<file path="config.mk">
export PLATFORM = sky130hd
export DESIGN_NAME = ohlcv_bar_agg
export DESIGN_NICKNAME = d
export VERILOG_FILES = /design/src/ohlcv_pkg.sv /design/src/ohlcv_bar_agg.sv
export SDC_FILE = /design/constraint.sdc
export NUM_CORES = 1
export LEC_CHECK = 0
export ABC_AREA = 1
export BUFFER_PORTS_ARGS = -buffer_cell sky130_fd_sc_hd__buf_2
export CORE_AREA = 2 2 342 344
export CTS_CLUSTER_SIZE = 8
export DETAILED_ROUTE_END_ITERATION = 6
export DIE_AREA = 0 0 344 346
export HOLD_SLACK_MARGIN = 0.1
export SLEW_MARGIN = 10
export SYNTH_ARGS = -nofsm -noshare
export SYNTH_HDL_FRONTEND = slang
export SYNTH_SLANG_ARGS = --single-unit
</file>
<file path="constraint.sdc">
create_clock -name clk_i -period 10.8 [get_ports clk_i]
set_input_delay 1.08 -clock clk_i [delete_from_list [all_inputs] [get_ports clk_i]]
set_output_delay 1.08 -clock clk_i [all_outputs]
set_load 0.005 [all_outputs]
</file>
<file path="src/ohlcv_pkg.sv">
// ----------------------------------------------------------------------------
// ohlcv_pkg
// Shared types and constants of the OHLCV time-bucket resampler.
// ----------------------------------------------------------------------------
package ohlcv_pkg;

  localparam int unsigned TS_W    = 40;
  localparam int unsigned PX_W    = 32;
  localparam int unsigned VOL_W   = 48;
  localparam int unsigned TOV_W   = 63;
  localparam int unsigned BAR_W   = TS_W + 4 * PX_W + VOL_W + TOV_W;
  localparam int unsigned TDATA_W = ((BAR_W + 7) / 8) * 8;

  localparam longint unsigned DAY_SECONDS    = 86400;
  localparam longint unsigned BUCKET_SECONDS = 1800;

  // 86400 = 2^7 * 675: shift first, then divide the odd part by reciprocal
  localparam int unsigned     DAY_SHIFT    = 7;
  localparam longint unsigned DAY_ODD      = DAY_SECONDS >> DAY_SHIFT;
  localparam int unsigned     DAY_X_W      = TS_W - DAY_SHIFT;
  localparam int unsigned     DAY_RECIP_SH = DAY_X_W;
  localparam longint unsigned DAY_RECIP    = (64'd1 << DAY_RECIP_SH) / DAY_ODD;
  localparam int unsigned     DAY_RECIP_W  = $clog2(DAY_RECIP + 1);
  localparam int unsigned     DAY_P_W      = DAY_X_W + DAY_RECIP_W;
  localparam int unsigned     DAY_W        = $clog2(((64'd1 << TS_W) - 1) / DAY_SECONDS + 1);
  localparam int unsigned     ODD_W        = $clog2(DAY_ODD);
  localparam int unsigned     DAY_REM_W    = ODD_W + 1;
  localparam int unsigned     OFF_W        = ODD_W + DAY_SHIFT;

  localparam int unsigned     SLOT_SH      = 34;
  localparam longint unsigned SLOT_RECIP   = (64'd1 << SLOT_SH) / BUCKET_SECONDS;
  localparam int unsigned     SLOT_RECIP_W = $clog2(SLOT_RECIP + 1);
  localparam int unsigned     SLOT_P_W     = OFF_W + SLOT_RECIP_W;
  localparam int unsigned     SLOT_W       = $clog2(DAY_SECONDS / BUCKET_SECONDS + 1);

  localparam int unsigned FIFO_DEPTH = 4;
  localparam int unsigned FIFO_PTR_W = 2;
  localparam int unsigned FIFO_CNT_W = 3;

  // last field (timestamp) in the lowest bits
  typedef struct packed {
    logic [TOV_W-1:0] turnover;
    logic [VOL_W-1:0] volume;
    logic [PX_W-1:0]  close_price;
    logic [PX_W-1:0]  low_price;
    logic [PX_W-1:0]  high_price;
    logic [PX_W-1:0]  open_price;
    logic [TS_W-1:0]  timestamp;
  } bar_t;

  typedef struct packed {
    bar_t bar;
    logic last_bar;
  } item_t;

  typedef struct packed {
    logic run_end;
    bar_t bar;
  } res_t;

  typedef struct packed {
    logic v0;
    logic v1;
    res_t d0;
    res_t d1;
  } push_t;

endpackage

</file>
<file path="src/ohlcv_bar_agg.sv">
// ----------------------------------------------------------------------------
// ohlcv_bar_agg
// Running bar: merge within a bucket, emit on key change and on last bar.
// ----------------------------------------------------------------------------
module ohlcv_bar_agg (
  input  logic                       clk_i,
  input  logic                       rst_ni,
  input  logic                       en_i,
  input  logic                       valid_i,
  input  ohlcv_pkg::item_t           item_i,
  input  logic [ohlcv_pkg::TS_W-1:0] key_i,
  output ohlcv_pkg::push_t           push_o
);
  import ohlcv_pkg::*;

  logic have_q, have_d;
  bar_t agg_q, agg_d;
  logic match;
  logic take;
  logic emit_old;
  logic flush;
  logic [VOL_W:0] vol_sum;
  logic [TOV_W:0] tov_sum;

  always_comb begin
    take    = valid_i && en_i;
    match   = have_q && (key_i == agg_q.timestamp);
    vol_sum = {1'b0, agg_q.volume} + {1'b0, item_i.bar.volume};
    tov_sum = {1'b0, agg_q.turnover} + {1'b0, item_i.bar.turnover};

    if (match) begin
      agg_d            = agg_q;
      agg_d.high_price = (item_i.bar.high_price > agg_q.high_price) ?
                         item_i.bar.high_price : agg_q.high_price;
      agg_d.low_price  = (item_i.bar.low_price < agg_q.low_price) ?
                         item_i.bar.low_price : agg_q.low_price;
      agg_d.close_price = item_i.bar.close_price;
      agg_d.volume     = vol_sum[VOL_W] ? '1 : vol_sum[VOL_W-1:0];
      agg_d.turnover   = tov_sum[TOV_W] ? '1 : tov_sum[TOV_W-1:0];
    end else begin
      agg_d           = item_i.bar;
      agg_d.timestamp = key_i;
    end

    have_d   = take ? !item_i.last_bar : have_q;
    emit_old = take && have_q && !match;
    flush    = take && item_i.last_bar;

    push_o.d1 = '{run_end: 1'b1, bar: agg_d};
    if (emit_old) begin
      push_o.v0 = 1'b1;
      push_o.d0 = '{run_end: !item_i.last_bar, bar: agg_q};
      push_o.v1 = flush;
    end else begin
      push_o.v0 = flush;
      push_o.d0 = '{run_end: 1'b1, bar: agg_d};
      push_o.v1 = 1'b0;
    end
  end

  always_ff @(posedge clk_i or negedge rst_ni) begin
    if (!rst_ni) begin
      have_q <= 1'b0;
    end else begin
      have_q <= have_d;
    end
  end

  always_ff @(posedge clk_i) begin
    if (take) begin
      agg_q <= agg_d;
    end
  end

endmodule

</file>
### After elaboration in Yosys (flattened, before gate mapping)

Cells that the tools add are included.

* bits in registers: 280
* memory bits (read-only): 0
* bits in latches: 0
* RAM bits: 0
* memories kept: 0

* divide/modulo/power cells: 0
* equal/unequal tests: 1
* order comparisons: 2
* add/sub/neg operators: 2
* multipliers: 0
* mux-type cells: 6
* bitwise logic cells: 0
* shifts and indexed selects: 0
* reduce and logical (&&, ||, !) cells: 7

Operators by type and width (count)
* $mux 282: 1
* $mux 279: 1
* $add 63x63->64: 1
* $mux 32: 2
* $mux 63: 1
* $add 48x48->49: 1
* $mux 48: 1
* $eq 40x40->1: 1
* $gt 32x32->1: 1
* $lt 32x32->1: 1
* $logic_and 1x1->1: 5
* $logic_not 1->1: 2

### Longest topological paths before layout

* depth after elaboration: 5
* mapped depth: 18
* gate-level depth less buffers: 18

### Least setup slack after synthesis

No wires, ideal clock.

* path kind: input port to output port
* start: input port valid_i
* end: output port push_o[357] (netlist bit)
* arrival time: 7778 ps
* data required time: 9720 ps
* path buffers: 2
* stages on the path: 8
* path slack: 1942 ps
* path through: nand2_1 > inv_1 > nand3_2 > buf_6 > inv_4 > clkbuf_1 > nand2_1 > nand2_1

RTL lines
* start, declared: line ohlcv_bar_agg.sv:9 `input logic valid_i,`
* end, declared: line ohlcv_bar_agg.sv:12 `output ohlcv_pkg::push_t push_o`

==> flow_summary_export.csv <==
group,metric,value,unit
outcome,status,"finished, final reports clean",
placement,dp_hpwl,113.1,mm
critical_path,timing.rr.start,"agg_q[28]",
critical_path,crit_path_end_kind,"output port",
grt,antenna_found_initial,30,
critical_path,worst_ep_arrival_time,5.70,ns
routing,wirelength,137.0,mm
critical_path,rrSetupSlack,5.95,ns
final_layout,final_cell_mix,"nand2_1, buf_2, inv_1, nand3_1, edfxtp_1",
placement,gp_congestion,0.9927,
routing,first_pass_iters,6,
grt,grt_pass1_vias,29010,
routing,ant_nets,0,
sta,hold_slack,0.2066,ns
sta,finalHoldViolCount,0,
sta,worstMarginPinSlew,1.136,ns
final_layout,nets,5695,
sta,min_period_over_period,62.78,%
sta,fmax,147.5,MHz
sta,final-setup-viol-count,0,
pwr,p_leak,18.92,nW
critical_path,crit_fanout,66,
die,fp-row-count,125,
logic_synthesis,avgSynthCellArea,6.387,um2
cts,cts_buffers,43,
routing,num_vias,30980,
logic_synthesis,synthCells,4474,
critical_path,cp.required,9.72,ns
logic_synthesis,yosysTopAreaCell,"edfxtp_1",
critical_path,startpoint_type,"input pin",
critical_path,r2r_end,"agg_q[265]",
die,die_height,346,um
die,die_area,119000,um2
sta,min_period,6.780,ns
sta,skew,0.03925,ns
final_layout,instances_no_fill,6745,
critical_path,reg2regPathDepth,10,
cts,hold_buffers,0,
die,core,115400,um2
cts,htreeDepth,2,
cts,cts.clk_slew.worst_paths,0.07,ns
pwr,power_density,115.3,nW/um2
cts,root_buffer,"clkbuf_16",
logic_synthesis,synth_seq_cells,280,
logic_synthesis,synthTopCellsByArea,"edfxtp_1, nand2_1, inv_1",
logic_synthesis,syn_nets,4974,
sta,tns,0,ns
pwr,irDropWorstVdd,0.1036,mV
logic_synthesis,yosysWarningCount,0,
die,initial_core_util,24.76,%
cts,clk_latency,0.63,ns
die,ios,886,
routing,drc,0,
final_layout,fillCellCount,12960,
logic_synthesis,yosysSeqAreaShare,29.40,%
routing,wire_per_inst,20.32,um
placement,io_buffers,844,
flow_run,maxCapViolCount,0,
grt,gr-total-overflow,0,
die,fp.dieW,344,um
sta,rsz0062_at_grt,"false",
worst_hold_path,hold_path_class,"input pin to async pin",
grt,grt_usage,22.08,%
logic_synthesis,yosysUniqueCellTypes,47,
routing,drt_iter0_drc,2291,
cts,cts_sinks,280,
sta,slew_violations,0,
logic_synthesis,synth_top_area_share,29.32,%
cts,cts_tree,"yes",
final_layout,drive_gt1_share,20.28,%
final_layout,syn_to_final_growth,22.19,%
placement,place_inst,6674,
cts,clk_path_buf_depth,3,
cts,cts_setup_buffers,0,
critical_path,critPathKind,"input pin to output port",
final_layout,final_common_cell,"nand2_1",
cts,postCtsResizedCells,0,
grt,grt_max_degree,160,
grt,grt_pass1_wl,194.9,mm
logic_synthesis,syn-cell-area,28580,um2
sta,relSlewSlack,24.29,%
routing,viasPerCell,4.593,
## per-stage QoR
stage	util, %	cell area (um2)	power (mW)	setup slack, ns
6_report	30.25	34920	4.025	4.020
5_1_grt	30.24	34910	4.256	3.572
4_1_cts	30.24	34900	4.073	3.779
3_5_place_dp	29.14	33630	2.661	3.794
3_3_place_gp	29.14	33630	2.656	3.842
2_1_floorplan	-	28580	2.119	1.942
## worst max-delay path, stage by stage
cell and delay (ns):
buf_2 0.13, xnor2_1 0.36, nand2_1 0.09, nor2_1 0.21
nand2_1 0.11, nor2_1 0.73, nand2_4 0.59, inv_2 0.85
buf_4 0.70, or2_2 0.23, a21boi_0 0.28, buf_2 0.26
## metal layers
metal	share of wire, %	vias to the layer above	GRT usage, %
li1	-	15410	-
met1	42	14150	28.63
met2	43	1203	34.00
met3	11	196	7.647
met4	3.4	30	7.320
met5	0.13	-	0
## cell families (layout without fill, tap and decap cells)
family	after synthesis	count (layout)	share of synthesized area [%]
flip-flops	280	280	29.40
adder cells (fa/ha/maj)	176	176	7.758
XOR/XNOR	72	72	2.207
other	1	9	0.01312
AO/OA/AOI/OAI	325	325	6.003
AND/OR/NAND/NOR	2720	2720	40.83
buffers and inverters	900	1639	13.78
## how the worst max path moves through the flow
stage,startpoint,end,slack (ns),cells after the start
4_1_cts,key_i[28],push_o[265],3.78,12
2_1_floorplan,valid_i,push_o[357],1.94,8
6_report,key_i[28],push_o[265],4.02,12
5_1_grt,key_i[28],push_o[265],3.57,12
3_3_place_gp,key_i[28],push_o[553],3.84,13
3_5_place_dp,key_i[28],push_o[265],3.79,12
## area by class of cell
class / instances / area, um2 / share of cell area [%]
clock buffers: 56 / 1145 / 3.279
diodes: 8 / 20.02 / 0.05733
multi-input cells: 3294 / 16240 / 46.52
repair buffers: 861 / 4377 / 12.53
well taps: 1524 / 1907 / 5.461
flip-flops and latches: 280 / 8403 / 24.06
inverters: 715 / 2700 / 7.733
clock inverters: 7 / 123.9 / 0.3547
## registers in the layout, indices dropped and copies added (netlist names)
| register | cells |
|---|---|
| agg_q | 279 |
| have_q | 1 |
## Yosys cell counts (all sizes together)
cell	count
o21a	2
o21bai	5
conb	1
and2	170
o211ai	1
nor4	8
and3	3
dfrtp	1
nand3b	18
ha	174
nand3	372
edfxtp	279
a21oi	150
buf	113
a21o	2
nor2	260
a31oi	1
nand4	36
nand2	1721
o21ai	157
inv	715
a211oi	1
clkbuf	72
xnor2	59
a21boi	6
xor2	13
nor3	25
or2	107
fa	2
## report_power, final
group	leakage [nW]	internal (mW)	switching (mW)	total, mW
clock	0.614	0.784	0.591	1.38
sequential	2.63	1.28	0.0369	1.32
combinational	15.7	0.452	0.879	1.33
total	18.9	2.52	1.51	4.02
No activity file was read; power rests on OpenSTA's default activity.
