--- src/ohlcv_pkg.sv ---
// ----------------------------------------------------------------------------
// ohlcv_pkg
// Shared types and constants of the OHLCV time-bucket resampler.
// ----------------------------------------------------------------------------
package ohlcv_pkg;

  localparam int unsigned TS_W    = 40;
  localparam int unsigned PX_W    = 32;
  localparam int unsigned VOL_W   = 48;
  localparam int unsigned TOV_W   = 63;
  localparam int unsigned BAR_W   = TS_W + 4 * PX_W + VOL_W + TOV_W;
  localparam int unsigned TDATA_W = ((BAR_W + 7) / 8) * 8;

  localparam longint unsigned DAY_SECONDS    = 86400;
  localparam longint unsigned BUCKET_SECONDS = 1800;

  // 86400 = 2^7 * 675: shift first, then divide the odd part by reciprocal
  localparam int unsigned     DAY_SHIFT    = 7;
  localparam longint unsigned DAY_ODD      = DAY_SECONDS >> DAY_SHIFT;
  localparam int unsigned     DAY_X_W      = TS_W - DAY_SHIFT;
  localparam int unsigned     DAY_RECIP_SH = DAY_X_W;
  localparam longint unsigned DAY_RECIP    = (64'd1 << DAY_RECIP_SH) / DAY_ODD;
  localparam int unsigned     DAY_RECIP_W  = $clog2(DAY_RECIP + 1);
  localparam int unsigned     DAY_P_W      = DAY_X_W + DAY_RECIP_W;
  localparam int unsigned     DAY_W        = $clog2(((64'd1 << TS_W) - 1) / DAY_SECONDS + 1);
  localparam int unsigned     ODD_W        = $clog2(DAY_ODD);
  localparam int unsigned     DAY_REM_W    = ODD_W + 1;
  localparam int unsigned     OFF_W        = ODD_W + DAY_SHIFT;

  localparam int unsigned     SLOT_SH      = 34;
  localparam longint unsigned SLOT_RECIP   = (64'd1 << SLOT_SH) / BUCKET_SECONDS;
  localparam int unsigned     SLOT_RECIP_W = $clog2(SLOT_RECIP + 1);
  localparam int unsigned     SLOT_P_W     = OFF_W + SLOT_RECIP_W;
  localparam int unsigned     SLOT_W       = $clog2(DAY_SECONDS / BUCKET_SECONDS + 1);

  localparam int unsigned FIFO_DEPTH = 4;
  localparam int unsigned FIFO_PTR_W = 2;
  localparam int unsigned FIFO_CNT_W = 3;

  // last field (timestamp) in the lowest bits
  typedef struct packed {
    logic [TOV_W-1:0] turnover;
    logic [VOL_W-1:0] volume;
    logic [PX_W-1:0]  close_price;
    logic [PX_W-1:0]  low_price;
    logic [PX_W-1:0]  high_price;
    logic [PX_W-1:0]  open_price;
    logic [TS_W-1:0]  timestamp;
  } bar_t;

  typedef struct packed {
    bar_t bar;
    logic last_bar;
  } item_t;

  typedef struct packed {
    logic run_end;
    bar_t bar;
  } res_t;

  typedef struct packed {
    logic v0;
    logic v1;
    res_t d0;
    res_t d1;
  } push_t;

endpackage

--- src/ohlcv_out_fifo.sv ---
// ----------------------------------------------------------------------------
// ohlcv_out_fifo
// Small result queue: up to two writes, one read per cycle.
// ----------------------------------------------------------------------------
module ohlcv_out_fifo (
  input  logic             clk_i,
  input  logic             rst_ni,
  input  ohlcv_pkg::push_t push_i,
  output logic             room_o,
  output logic             valid_o,
  input  logic             ready_i,
  output ohlcv_pkg::res_t  data_o
);
  import ohlcv_pkg::*;

  res_t                  mem_q [FIFO_DEPTH];
  logic [FIFO_PTR_W-1:0] wr_q, wr_d;
  logic [FIFO_PTR_W-1:0] rd_q, rd_d;
  logic [FIFO_CNT_W-1:0] cnt_q, cnt_d;
  logic [FIFO_PTR_W-1:0] wr_next;
  logic [1:0]            n_push;
  logic                  pop;

  always_comb begin
    n_push  = {1'b0, push_i.v0} + {1'b0, push_i.v1};
    pop     = valid_o && ready_i;
    wr_next = wr_q + FIFO_PTR_W'(1);
    wr_d    = wr_q + FIFO_PTR_W'(n_push);
    rd_d    = rd_q + FIFO_PTR_W'(pop);
    cnt_d   = cnt_q + FIFO_CNT_W'(n_push) - FIFO_CNT_W'(pop);
  end

  always_ff @(posedge clk_i or negedge rst_ni) begin
    if (!rst_ni) begin
      wr_q  <= '0;
      rd_q  <= '0;
      cnt_q <= '0;
    end else begin
      wr_q  <= wr_d;
      rd_q  <= rd_d;
      cnt_q <= cnt_d;
    end
  end

  always_ff @(posedge clk_i) begin
    if (push_i.v0) begin
      mem_q[wr_q] <= push_i.d0;
    end
    if (push_i.v1) begin
      mem_q[wr_next] <= push_i.d1;
    end
  end

  assign valid_o = cnt_q != '0;
  assign data_o  = mem_q[rd_q];
  assign room_o  = cnt_q <= FIFO_CNT_W'(FIFO_DEPTH - 2);

endmodule

--- config.mk ---
export PLATFORM = sky130hd
export DESIGN_NAME = ohlcv_out_fifo
export DESIGN_NICKNAME = d
export VERILOG_FILES = /design/src/ohlcv_pkg.sv /design/src/ohlcv_out_fifo.sv
export SDC_FILE = /design/constraint.sdc
export NUM_CORES = 1
export LEC_CHECK = 0
export BUFFER_PORTS_ARGS = -buffer_cell sky130_fd_sc_hd__buf_2
export CAP_MARGIN = 20
export CORE_AREA = 2 2 331 333
export CTS_CLUSTER_SIZE = 16
export DETAILED_ROUTE_END_ITERATION = 12
export DIE_AREA = 0 0 333 335
export GPL_ROUTABILITY_DRIVEN = 0
export HOLD_SLACK_MARGIN = 0.06
export PLACE_DENSITY_LB_ADDON = 0.12
export SYNTH_ARGS = -nofsm -noshare
export SYNTH_HDL_FRONTEND = slang
export SYNTH_SLANG_ARGS = --single-unit
--- constraint.sdc ---
create_clock -name clk_i -period 40.7 [get_ports clk_i]
set_input_delay 2.035 -clock clk_i [delete_from_list [all_inputs] [get_ports clk_i]]
set_output_delay 2.035 -clock clk_i [all_outputs]
set_load 0.01 [all_outputs]
=== After elaboration in Yosys (flattened, before gate mapping) ===
Memory sizes are Yosys's and may differ from the RTL's.
Index checks and enable logic that the tools add are counted.

* Logic and storage cells: 17
* Bits of input ports: 565
* Memories: 1
* Output and inout port bits: 282
* Bits in writable memories: 1120
* Register bits after elaboration: 7

{| class="wikitable"
|+ Memory list
! name !! words !! width !! rd ports !! clocked after Yosys merged registers in !! wr ports !! line !! RTL
|-
| mem_q || 4 || 280 || 1 || 0 || 2 || ohlcv_out_fifo.sv:16 || <nowiki>res_t mem_q [FIFO_DEPTH];</nowiki>
|}

* $add $sub $neg: 6
* Reductions and logical operators: 2
* Magnitude comparators: 1
* Muxes and demuxes: 4

{| class="wikitable"
|+ Operator list
! cell !! number
|-
| $mux W1 || 4
|-
| $add A3 B2 Y3 || 1
|-
| $le A3 B2 Y1 const B || 1
|-
| $reduce_bool A3 Y1 || 1
|-
| $sub A3 B1 Y3 || 1
|-
| $add A1 B1 Y2 || 1
|-
| $add A2 B1 Y2 || 1
|-
| $add A2 B1 Y2 const B || 1
|-
| $add A2 B2 Y2 || 1
|-
| $logic_and A1 B1 Y1 || 1
|}

=== Longest topological paths before layout ===
* Depth after elaboration: 3
* Gate-level depth with buffers: 8
* Depth with buffers taken out: 8

=== Least setup slack after synthesis ===
No wires, ideal clock.

* Path kind: in2reg
* Start point: input port push_i[561] (netlist bit)
* End point: memory mem_q[2][0] (netlist bit), enable pin
* Path buffers: 0
* Data required time: 39.392 ns
* Stages on the path: 2
* Arrival: 21.588 ns
* Library setup time: 1.308 ns
* Setup slack: 17.804 ns
* Path through: nand2b_1 > o21ai_0

{| class="wikitable"
|+ RTL lines
! what !! line !! RTL
|-
| from (decl) || ohlcv_out_fifo.sv:8 || <nowiki>input ohlcv_pkg::push_t push_i,</nowiki>
|-
| to (decl) || ohlcv_out_fifo.sv:16 ||
|}

==> results.yml <==
yosys:
  ys_seq_area_share_pct: 61.9
  synth.cell_area_um2: 54600
  synth-edff-count: 1120
  yosysTopAreaCell: "edfxtp_1"
  synthCells: 2746
  async_reset_ff_share_pct: 0.621
  avgSynthCellArea_um2: 19.9
  synthFlopType: "edfxtp_1"
  synth_area_leaders: "edfxtp_1, mux2_2, mux4_2, mux2_4, mux2_1"
  yosysWarnings: 0
  synth_top_area_share_pct: 61.6
  syn_nets: 3318
  yosysUniqueCellTypes: 27
  synth-seq-cells: 1127
clocking:
  clock_path_buffers: 3
  clk_pin_slew_worst_paths_ps: 50
  numCtsBuffers: 131
  tritoncts: "done"
  cts_resized: 0
  cts_root_buf: "clkbuf_16"
  hold_buffers: 0
  clock-sinks: 1127
  htreeDepth: 4
  cts_setup_buffers: 0
  clk_latency_ps: 740
timing:
  worst_pin_slew_ps: 1360
  layout_min_cycle_time_ps: 6030
  tns_ps: 0
  final_hold_viol_count: 0
  hold_ws_ps: 539
  slew_viol_final: 0
  fin_skew_ps: 33.0
  setup_viol: 0
  fmax_mhz: 166
  rsz0062_at_grt: "no"
  maxSlewHeadroom_pct: 9.52
  timing.final.crit_share_pct: 14.8
global_routing:
  gr-total-overflow: 0
  grt_pass1_wl_mm: 216
  grt_pass1_vias: 32600
  grtUsageTotal_pct: 26.5
  antenna_found_initial: 122
  grt_start_max_net_pins: 155
drt:
  avgRoutedWirePerCell_um: 29.0
  routed-via-count: 30800
  vias_per_cell: 5.95
  drtIter0Drc: 2193
  drc: 0
  final_antenna_net_count: 0
  wl_mm: 150
  drt_pre_antenna_iters: 6
floorplan:
  start_util_pct: 50.5
  dieArea_um2: 112000
  die_h_um: 335
  ios: 847
  core_um2: 108000
  num_rows: 121
  die_w_um: 333
pwr:
  p_sw_share_pct: 33.0
  ir_worst_vdd_v: 0.000130
  p_leak_nw: 23.1
  power.share.clock_pct: 23.2
  seqPwrFrac_pct: 39.2
  p_int_mw: 3.21
  combinationalPowerShare_pct: 37.6
  power_density_nw_per_um2: 74.7
  p_sw_mw: 1.58
final_layout:
  design_area_um2: 64000
  drive_gt1_share_pct: 64.6
  areaGrowthSynthToFinish_pct: 17.2
  nNetsFinal: 4157
  final_util_pct: 59.2
placed_design:
  hpwl_mm: 94.0
  port_buffers: 846
  dpl_cell_area_um2: 59800
worst_setup_path:
  rrSetupSlack_ps: 35950
  crit_type: "flip-flop to output port"
  crit_path_max_fanout: 44
  arrival_ps: 4000
  crit_path_end_kind: "output port"
  crit_path_start_kind: "flip-flop"
  worstPathRequired_ps: 38660
min_path:
  min_path_type: "flip-flop to flip-flop"
status:
  outcome: "complete, no violations"
flow_run:
  maxCapViolCount: 0
layout by cell type, fill, tap and decap left out, types with 7 or more instances in the layout:
cell type	count
edfxtp_1	1120
mux2_2	940
buf_2	846
mux4_2	280
clkbuf_16	137
mux2_1	91
mux2_4	89
diode_2	78
buf_4	40
clkbuf_1	32
clkinv_1	30
clkinv_2	14
inv_1	7
critical path, cell delays in order (launching register included):
cell and delay (ps):
dfrtp_4 1100, buf_4 630, buf_4 370, buf_16 340, mux4_2 620, buf_2 170
synth_stat cells (2+ instances only):
master / instances
edfxtp_1: 1120
mux2_2: 940
mux4_2: 280
mux2_1: 91
mux2_4: 89
buf_2: 80
buf_6: 53
buf_4: 32
clkbuf_1: 14
buf_1: 8
dfrtp_1: 7
inv_1: 7
ha_1: 6
xnor2_1: 4
nor2_1: 2
o21ai_0: 2
stage by stage:
stage / instances / worst slack (ps) / power, mW
finish: 5172 / 34670 / 4.78
global route: 5147 / 34320 / 4.98
CTS: 5092 / 34170 / 4.83
detailed placement: 4864 / 34410 / 3.72
global placement: 4864 / 34400 / 3.68
floorplan: 2746 / 17800 / 3.30
worst paths after layout:
| path | endpoint | start | depth (start not counted) |
|---|---|---|---|
| max | data_o[96] | rd_q[0] | 5 |
| min | cnt_q[2] | cnt_q[2] | 1 |
| max reg2reg | mem_q[2][188] | wr_q[1] | 5 |
| min reg2reg | cnt_q[2] | cnt_q[2] | 1 |
| max in group asynchronous | rd_q[0] | rst_ni | 1 |
| min in group asynchronous | wr_q[1] | rst_ni | 1 |
flip-flops by register name, summed over array words and instances (netlist names):
| signal | flops |
|---|---|
| rd_q | 2 |
| wr_q | 2 |
| cnt_q | 3 |
| mem_q | 1120 |
logic make-up after synthesis:
family / count (synthesis) / synth area share, %
muxes: 1401 / 35.3
DFF: 1127 / 61.9
buffers and inverters: 194 / 2.46
and+or+nand+nor: 9 / 0.121
adders and majority gates: 7 / 0.174
xor gates and xnor gates: 5 / 0.0801
AOI/OAI and AO/OA: 3 / 0.0275
metal layers:
metal  up-vias  GRT usage (%)  part of all wire [%]
li1      13200              -                     -
met2      1142           45.2                    51
met4        70           13.0                   4.8
met5         -              0                  0.28
met1     16000           30.2                    36
met3       396           8.17                   8.0
power by group through the flow:
stage	logic, mW	clock network, mW	registers [mW]
floorplan	1.19	0	2.11
global placement	1.81	0	1.88
detailed placement	1.82	0	1.90
CTS	1.83	1.13	1.88
finish	1.80	1.11	1.87
global route	1.90	1.17	1.91
final cells by class:
| class | instances | area, µm² |
|---|---|---|
| Tap cell | 1414 | 1770 |
| Timing Repair Buffer | 893 | 4680 |
| Fill cell | 8160 | 44100 |
| Sequential cell | 1127 | 33800 |
| Clock buffer | 169 | 3550 |
| Inverter | 7 | 26.3 |
| Clock inverter | 59 | 464 |
| Antenna cell | 78 | 195 |
| Multi-Input combinational cell | 1425 | 19500 |
Note: power is estimated with default switching activity, not from simulation.
