### src/ohlcv_pkg.sv
// ----------------------------------------------------------------------------
// ohlcv_pkg
// Shared types and constants of the OHLCV time-bucket resampler.
// ----------------------------------------------------------------------------
package ohlcv_pkg;

  localparam int unsigned TS_W    = 40;
  localparam int unsigned PX_W    = 32;
  localparam int unsigned VOL_W   = 48;
  localparam int unsigned TOV_W   = 63;
  localparam int unsigned BAR_W   = TS_W + 4 * PX_W + VOL_W + TOV_W;
  localparam int unsigned TDATA_W = ((BAR_W + 7) / 8) * 8;

  localparam longint unsigned DAY_SECONDS    = 86400;
  localparam longint unsigned BUCKET_SECONDS = 1800;

  // 86400 = 2^7 * 675: shift first, then divide the odd part by reciprocal
  localparam int unsigned     DAY_SHIFT    = 7;
  localparam longint unsigned DAY_ODD      = DAY_SECONDS >> DAY_SHIFT;
  localparam int unsigned     DAY_X_W      = TS_W - DAY_SHIFT;
  localparam int unsigned     DAY_RECIP_SH = DAY_X_W;
  localparam longint unsigned DAY_RECIP    = (64'd1 << DAY_RECIP_SH) / DAY_ODD;
  localparam int unsigned     DAY_RECIP_W  = $clog2(DAY_RECIP + 1);
  localparam int unsigned     DAY_P_W      = DAY_X_W + DAY_RECIP_W;
  localparam int unsigned     DAY_W        = $clog2(((64'd1 << TS_W) - 1) / DAY_SECONDS + 1);
  localparam int unsigned     ODD_W        = $clog2(DAY_ODD);
  localparam int unsigned     DAY_REM_W    = ODD_W + 1;
  localparam int unsigned     OFF_W        = ODD_W + DAY_SHIFT;

  localparam int unsigned     SLOT_SH      = 34;
  localparam longint unsigned SLOT_RECIP   = (64'd1 << SLOT_SH) / BUCKET_SECONDS;
  localparam int unsigned     SLOT_RECIP_W = $clog2(SLOT_RECIP + 1);
  localparam int unsigned     SLOT_P_W     = OFF_W + SLOT_RECIP_W;
  localparam int unsigned     SLOT_W       = $clog2(DAY_SECONDS / BUCKET_SECONDS + 1);

  localparam int unsigned FIFO_DEPTH = 4;
  localparam int unsigned FIFO_PTR_W = 2;
  localparam int unsigned FIFO_CNT_W = 3;

  // last field (timestamp) in the lowest bits
  typedef struct packed {
    logic [TOV_W-1:0] turnover;
    logic [VOL_W-1:0] volume;
    logic [PX_W-1:0]  close_price;
    logic [PX_W-1:0]  low_price;
    logic [PX_W-1:0]  high_price;
    logic [PX_W-1:0]  open_price;
    logic [TS_W-1:0]  timestamp;
  } bar_t;

  typedef struct packed {
    bar_t bar;
    logic last_bar;
  } item_t;

  typedef struct packed {
    logic run_end;
    bar_t bar;
  } res_t;

  typedef struct packed {
    logic v0;
    logic v1;
    res_t d0;
    res_t d1;
  } push_t;

endpackage

### src/ohlcv_key_pipe.sv
// ----------------------------------------------------------------------------
// ohlcv_key_pipe
// Pipelined bucket key: day by reciprocal, slot by reciprocal, rebuild start.
// ----------------------------------------------------------------------------
module ohlcv_key_pipe (
  input  logic                    clk_i,
  input  logic                    rst_ni,
  input  logic                    en_i,
  input  logic                    valid_i,
  input  ohlcv_pkg::item_t        item_i,
  output logic                    valid_o,
  output ohlcv_pkg::item_t        item_o,
  output logic [ohlcv_pkg::TS_W-1:0] key_o
);
  import ohlcv_pkg::*;

  logic             v0_q, v1_q, v2_q, v3_q, v4_q;
  item_t            it0_q, it1_q, it2_q, it3_q, it4_q;
  logic [DAY_P_W-1:0]  pday_q;
  logic [DAY_W-1:0]    day_q;
  logic [OFF_W-1:0]    off2_q, off3_q;
  logic [SLOT_P_W-1:0] pslot_q;
  logic [TS_W-1:0]     dbase_q;
  logic [TS_W-1:0]     key_q;

  logic [DAY_P_W-1:0]  pday_d;
  logic [DAY_X_W-1:0]  x1;
  logic [DAY_W-1:0]    est_day;
  logic [DAY_X_W-1:0]  prod_day;
  logic [DAY_X_W-1:0]  rem_full;
  logic [DAY_REM_W-1:0] rem_day;
  logic                day_fix;
  logic [DAY_REM_W-1:0] rem_fixed;
  logic [DAY_W-1:0]    day_d;
  logic [OFF_W-1:0]    off_d;
  logic [SLOT_W-1:0]   est_slot;
  logic [OFF_W-1:0]    sbase;
  logic [OFF_W-1:0]    srem;
  logic [OFF_W-1:0]    sbase_fixed;
  logic [TS_W-1:0]     key_d;

  // stage 1: day estimate product
  always_comb begin
    pday_d = DAY_P_W'(it0_q.bar.timestamp[TS_W-1:DAY_SHIFT]) * DAY_P_W'(DAY_RECIP);
  end

  // stage 2: day correction and offset in day
  always_comb begin
    x1        = it1_q.bar.timestamp[TS_W-1:DAY_SHIFT];
    est_day   = pday_q[DAY_RECIP_SH +: DAY_W];
    prod_day  = DAY_X_W'(est_day) * DAY_X_W'(DAY_ODD);
    rem_full  = x1 - prod_day;
    rem_day   = rem_full[DAY_REM_W-1:0];
    day_fix   = rem_day >= DAY_REM_W'(DAY_ODD);
    rem_fixed = day_fix ? rem_day - DAY_REM_W'(DAY_ODD) : rem_day;
    day_d     = est_day + DAY_W'(day_fix);
    off_d     = {rem_fixed[ODD_W-1:0], it1_q.bar.timestamp[DAY_SHIFT-1:0]};
  end

  // stage 4: slot correction and bucket start
  always_comb begin
    est_slot    = pslot_q[SLOT_SH +: SLOT_W];
    sbase       = OFF_W'(est_slot) * OFF_W'(BUCKET_SECONDS);
    srem        = off3_q - sbase;
    sbase_fixed = (srem >= OFF_W'(BUCKET_SECONDS)) ? sbase + OFF_W'(BUCKET_SECONDS) : sbase;
    key_d       = dbase_q + TS_W'(sbase_fixed);
  end

  always_ff @(posedge clk_i or negedge rst_ni) begin
    if (!rst_ni) begin
      v0_q <= 1'b0;
      v1_q <= 1'b0;
      v2_q <= 1'b0;
      v3_q <= 1'b0;
      v4_q <= 1'b0;
    end else if (en_i) begin
      v0_q <= valid_i;
      v1_q <= v0_q;
      v2_q <= v1_q;
      v3_q <= v2_q;
      v4_q <= v3_q;
    end
  end

  always_ff @(posedge clk_i) begin
    if (en_i) begin
      it0_q   <= item_i;
      it1_q   <= it0_q;
      pday_q  <= pday_d;
      it2_q   <= it1_q;
      day_q   <= day_d;
      off2_q  <= off_d;
      it3_q   <= it2_q;
      off3_q  <= off2_q;
      pslot_q <= SLOT_P_W'(off2_q) * SLOT_P_W'(SLOT_RECIP);
      dbase_q <= TS_W'(day_q) * TS_W'(DAY_SECONDS);
      it4_q   <= it3_q;
      key_q   <= key_d;
    end
  end

  assign valid_o = v4_q;
  assign item_o  = it4_q;
  assign key_o   = key_q;

endmodule

### config.mk
export PLATFORM = sky130hd
export DESIGN_NAME = ohlcv_key_pipe
export DESIGN_NICKNAME = d
export VERILOG_FILES = /design/src/ohlcv_pkg.sv /design/src/ohlcv_key_pipe.sv
export SDC_FILE = /design/constraint.sdc
export NUM_CORES = 2
export LEC_CHECK = 0
export BUFFER_PORTS_ARGS = -buffer_cell sky130_fd_sc_hd__buf_2
export CORE_AREA = 2 2 383 385
export CTS_BUF_LIST = sky130_fd_sc_hd__clkbuf_4
export CTS_CLUSTER_SIZE = 20
export DETAILED_ROUTE_END_ITERATION = 12
export DIE_AREA = 0 0 385 387
export PLACE_DENSITY = 0.8
export REMOVE_ABC_BUFFERS = 1
export SYNTH_ARGS = -nofsm -noshare
export SYNTH_HDL_FRONTEND = slang
export SYNTH_SLANG_ARGS = --single-unit
export TNS_END_PERCENT = 30
### constraint.sdc
create_clock -name clk_i -period 16.1 [get_ports clk_i]
set_input_delay 0 -clock clk_i [delete_from_list [all_inputs] [get_ports clk_i]]
set_output_delay 0 -clock clk_i [all_outputs]
set_load 0.01 [all_outputs]
== Word-level counts from Yosys, hierarchy flattened ==
Cells that the tools add are included.

* Bits in registers: 1633
* Output and inout port bits: 321
* Logic and storage cells: 67

* Magnitude comparators: 2
* Muxes and demuxes: 2
* Add/sub/neg operators: 6
* Multiply operators: 5

{| class="wikitable"
|+ Operator list
! cell !! number
|-
| 33-bit by 24-bit multiplier with 57-bit output (second input constant) || 1
|-
| 40-bit by 17-bit adder with 40-bit output || 1
|-
| 17-bit by 24-bit multiplier with 40-bit output (second input constant) || 1
|-
| 24-bit by 10-bit multiplier with 33-bit output (second input constant) || 1
|-
| 24-bit by 1-bit adder with 24-bit output || 1
|-
| 24-bit by 10-bit multiplier with 11-bit output (second input constant) || 1
|-
| 17-bit by 11-bit adder with 17-bit output (second input constant) || 1
|-
| 17-bit by 11-bit >= comparator with 1-bit output (second input constant) || 1
|-
| 17-bit two-way mux || 1
|-
| 17-bit subtractor || 1
|-
| 6-bit by 8-bit multiplier with 14-bit output (second input constant) || 1
|-
| 11-bit by 10-bit >= comparator with 1-bit output (second input constant) || 1
|-
| 11-bit subtractor || 1
|-
| 10-bit two-way mux || 1
|-
| 10-bit subtractor (second input constant) || 1
|}

== Depth between registers and ports, before layout ==
* Depth in word-level cells: 5
* Gate-level depth with buffers: 30
* Mapped depth without buffers: 29

== Worst setup path before layout ==
Ideal clock, no wire load.

* Path kind: flip-flop to flip-flop
* Start: reg pslot_q[37]
* End: reg key_q[37] (netlist: key_o[37]) (data pin)
* Buffers on the path: 1
* Slack: 9.201 ns
* Data arrival time: 6.641 ns
* Cell stages (with the launch flop): 31
* Setup time: 0.258 ns
* Cells stage by stage: edfxtp_1 > ha_1 > ha_1 > inv_1 > fa_1 > inv_1 > ha_1 > xor2_1 > inv_1 > ha_1 > nand2_1 > o21a_1 > a31o_2 > maj3_1 > mux2i_1 > or4_1 > buf_4 > nand4_2 > xnor2_1 > ha_1 > inv_1 > fa_1 > nor2b_1 > o21ai_0 > a21boi_0 > o21ai_0 > a21oi_1 > a41oi_1 > nor2_1 > nand4_1 > xnor2_1

* Longest elaborated chain between the ends: 5
* Elaborated cells on any way between the ends: 6

{| class="wikitable"
|+ Ends and longest elaborated chain
! what !! line !! text
|-
| start: declaration || ohlcv_key_pipe.sv:22 || <nowiki>logic [SLOT_P_W-1:0] pslot_q;</nowiki>
|-
| start signal: assignment || ohlcv_key_pipe.sv:95 || <nowiki>pslot_q <= SLOT_P_W'(off2_q) * SLOT_P_W'(SLOT_RECIP);</nowiki>
|-
| 6-bit by 8-bit multiplier with 14-bit output * || ohlcv_key_pipe.sv:63 || <nowiki>sbase = OFF_W'(est_slot) * OFF_W'(BUCKET_SECONDS);</nowiki>
|-
| 17-bit subtractor || ohlcv_key_pipe.sv:64 || <nowiki>srem = off3_q - sbase;</nowiki>
|-
| 17-bit by 11-bit >= comparator with 1-bit output || ohlcv_key_pipe.sv:65 || <nowiki>sbase_fixed = (srem >= OFF_W'(BUCKET_SECONDS)) ? sbase + OFF_W'(BUCKET_SECONDS) : sbase;</nowiki>
|-
| 17-bit two-way mux * || ohlcv_key_pipe.sv:65 ||
|-
| 40-bit by 17-bit adder with 40-bit output * || ohlcv_key_pipe.sv:66 || <nowiki>key_d = dbase_q + TS_W'(sbase_fixed);</nowiki>
|-
| via key_d[37] || ohlcv_key_pipe.sv:40 || <nowiki>logic [TS_W-1:0] key_d;</nowiki>
|-
| end signal: assignment || ohlcv_key_pipe.sv:98 || <nowiki>key_q <= key_d;</nowiki>
|-
| end: declaration || ohlcv_key_pipe.sv:24 || <nowiki>logic [TS_W-1:0] key_q;</nowiki>
|}

Mark *: on every way through the listed nets, which the timed path passes. The rest lies on a longest branch.
A chain may end at the register's enable or synchronous reset.

== Final worst setup path ==
* Start: reg pslot_q[34]
* End: reg key_q[27] (netlist: key_o[27]) (data pin)

The elaborated chain is that of the path after synthesis.

==> run summary <==
Status -> completed
Antenna-violating nets left -> 0
CP arrival -> 8.90 ns
Worst EP required -> 17.00 ns
CP max-delay cell -> or4_1
R2R setup slack -> 8.11 ns
Core area -> 144,900 µm²
Critical Path Max Stage Delay -> 0.80 ns
Chip height -> 387 µm
Vias in the first global route -> 44,640
Period utilization -> 49.63%
Post-CTS sizing -> 0
Max_cap viols -> 0
Main flop type after synthesis -> edfxtp_1
First drt pass iteration count -> 5
Max-slew headroom -> 22.00%
GRT Util Overall -> 21.75%
Final setup vio count -> 0
Total congestion overflow -> 0
Starting DRT DRC Count -> 2,379
Vias per inst -> 4.873
Worst Hold End -> it0_q[130]
Slew Limit Fails -> 0
Skew-Pair Late Insertion Delay -> 1.35 ns
Post-layout min period -> 7.991 ns
Final WS setup -> 8.109 ns
Post-synth top cells -> edfxtp_1 (1,544), inv_1 (746), ha_1 (724)
# DRC -> 0
Reg2reg path depth -> 29
Yosys top cell by area -> edfxtp_1
Hpwl dp -> 93,880 µm
Post-synth design cell area -> 71,850 µm²
CP startpoint kind -> register
Area Overhead vs Synth -> 26.23%
Unrepaired setup endpoints after global routing -> false
Pre-CTS setup slack -> 8.054 ns
Cell with the most instances after synthesis -> edfxtp_1
Syn_area_per_cell -> 16.82 µm²
Top-area cell type share of the netlist area -> 64.53%
Port Buffers -> 601
Initial antenna violation count -> 9
Crit path kind -> register to register
Row count -> 140
Clock tree buffer depth -> 4
CTS clock-pin slew for the worst setup and hold paths -> 0.08 ns
Critical path fanouts, max -> 9
Sequential share of the synthesized area -> 64.71%
Clk sinks -> 1,549
Flops & latches, synth -> 1,549
EDFF count, synth -> 1,544
TritonCTS clock tree -> done
Hold_sp -> item_i[130]
Largest net degree at the start of global routing -> 222
Launch point of the worst reg-to-reg path -> pslot_q[34]
Fmax -> 125.1 MHz
Final GP Congestion -> 0.8503
Initial core utilization -> 49.60%
YS warnings -> 0
First-pass GRT wire length -> 246,900 µm
Worst slew pin tran -> 1.170 ns
Hold Fails Final Rpt -> 0
Vias -> 40,570
# IOs -> 605
Hold path depth -> 3
Post-synthesis cell type count -> 72
Area contributors post-synth -> edfxtp_1 (65%), ha_1 (13%), fa_1 (11%)
Reg2reg end -> key_o[27]
Synthesized instance count -> 4,272
Worst hold path class -> input pin to register
Total die area -> 149,000 µm²
Clk_skew -> 0.1523 ns
Layout Nets -> 7,536
Ys async rst share -> 0.3228%
Worst Hold Margin -> 0.1640 ns
Ratio of cells with drive above 1 in the final layout -> 19.42%
Setup total negative slack -> 0 ns
H-tree depth -> 5
Root cell of the clock tree -> clkbuf_4
Wire per inst -> 19.21 µm
CTS buffer count -> 385
Final wirelength -> 159,900 µm
Critical Path End Type -> register
DIE WIDTH -> 385 µm
cells by family (layout without fill, tap and decap cells):
family	count (synthesis)	after routing	share of synthesized area, %
DFF	1549	1549	64.71
AOI/OAI and AO/OA	334	334	3.062
other	1	11	0.005219
and+or+nand+nor	337	337	2.339
muxes	10	10	0.1480
buffers and inverters	754	2881	3.960
xor gates and xnor gates	161	161	1.984
adders and majority gates	1126	1126	23.80
routing by layer:
metal	up-vias	GRT usage, %	share of wire, %
met1	19820	24.29	37
li1	19150	-	-
met4	4	11.06	4.8
met3	386	4.419	4.7
met5	-	0	0.021
met2	1211	39.06	53
sequential cells by signal, indices dropped and copies added (netlist names), 6 cells and up:
signal   cells
it0_q      280
it1_q      280
it2_q      280
it3_q      280
item_o     280
key_o       37
dbase_q     33
day_q       24
pday_q      24
off2_q      10
off3_q      10
pslot_q      6
layout make-up:
class	count	area, µm²
well taps	1917	2399
flip-flops and latches	1549	46490
inverters	746	2800
multi-input cells	1971	22520
clock buffers	567	4257
clock inverters	94	470.5
fillers	10100	54170
repair buffers	1474	11740
diodes	8	20.02
placed cells by master (no fill, tap or decap), types with 6 or more instances in the layout:
master	Yosys	final
edfxtp_1	1544	1544
dlygate4sd3_1	0	846
inv_1	746	746
ha_1	724	724
buf_2	0	600
clkbuf_4	0	567
fa_1	401	401
xnor2_1	118	118
a21oi_1	87	87
nand2_1	83	83
nor2_1	76	76
clkinv_1	0	72
o21ai_0	68	68
a21o_1	50	50
nand3_1	43	43
xor2_1	42	42
buf_4	4	24
o21a_1	23	23
nor3_1	21	21
nand4_1	20	20
and3_1	17	17
nor2b_1	16	16
a31oi_1	15	15
a211oi_1	13	13
or3_1	11	11
clkinv_2	0	11
o211ai_1	10	10
and2_1	9	9
diode_2	0	8
or2_2	8	8
nor4_1	8	8
nand2b_1	7	7
and4_1	7	7
o211a_1	6	6
o31ai_1	6	6
a21boi_0	6	6
metrics by stage:
step           area [µm²]  utilization (%)  std cells
2_1_floorplan       71810                -       4266
3_3_place_gp        77450            53.46       6810
3_5_place_dp        77450            53.46       6810
4_1_cts             90670            62.59       8318
5_1_grt             90690            62.61       8326
6_report            90690            62.61       8326
worst max-delay path by stage:
stage / start / end / slack, ns
final: pslot_q[34] / key_o[27] / 8.11
after global routing: pslot_q[34] / key_o[37] / 7.47
after CTS: pslot_q[34] / key_o[37] / 8.06
after detailed placement: pslot_q[34] / key_o[37] / 8.05
after global placement: pslot_q[34] / key_o[27] / 8.11
after floorplan: pslot_q[37] / key_o[37] / 9.11
timing repair:
item / in CTS / in global routing
endpoints found under the hold margin: 703 / 0
hold buffers: 847 / 0
buffers inserted: 0 / 0
worst max-delay path, delay by kind of cell, from the launching register on:
family                   cells  cell delay, ns
adder cells (fa/ha/maj)      8            2.80
buffers and inverters        4            0.29
XOR/XNOR                     3            0.66
AO/OA/AOI/OAI                7            1.43
flip-flops                   1            0.51
multiplexers                 1            0.16
AND/OR/NAND/NOR              6            1.93
Power is not shown: default switching activity piles up to over one toggle a cycle in this logic, so the estimate is an artifact.
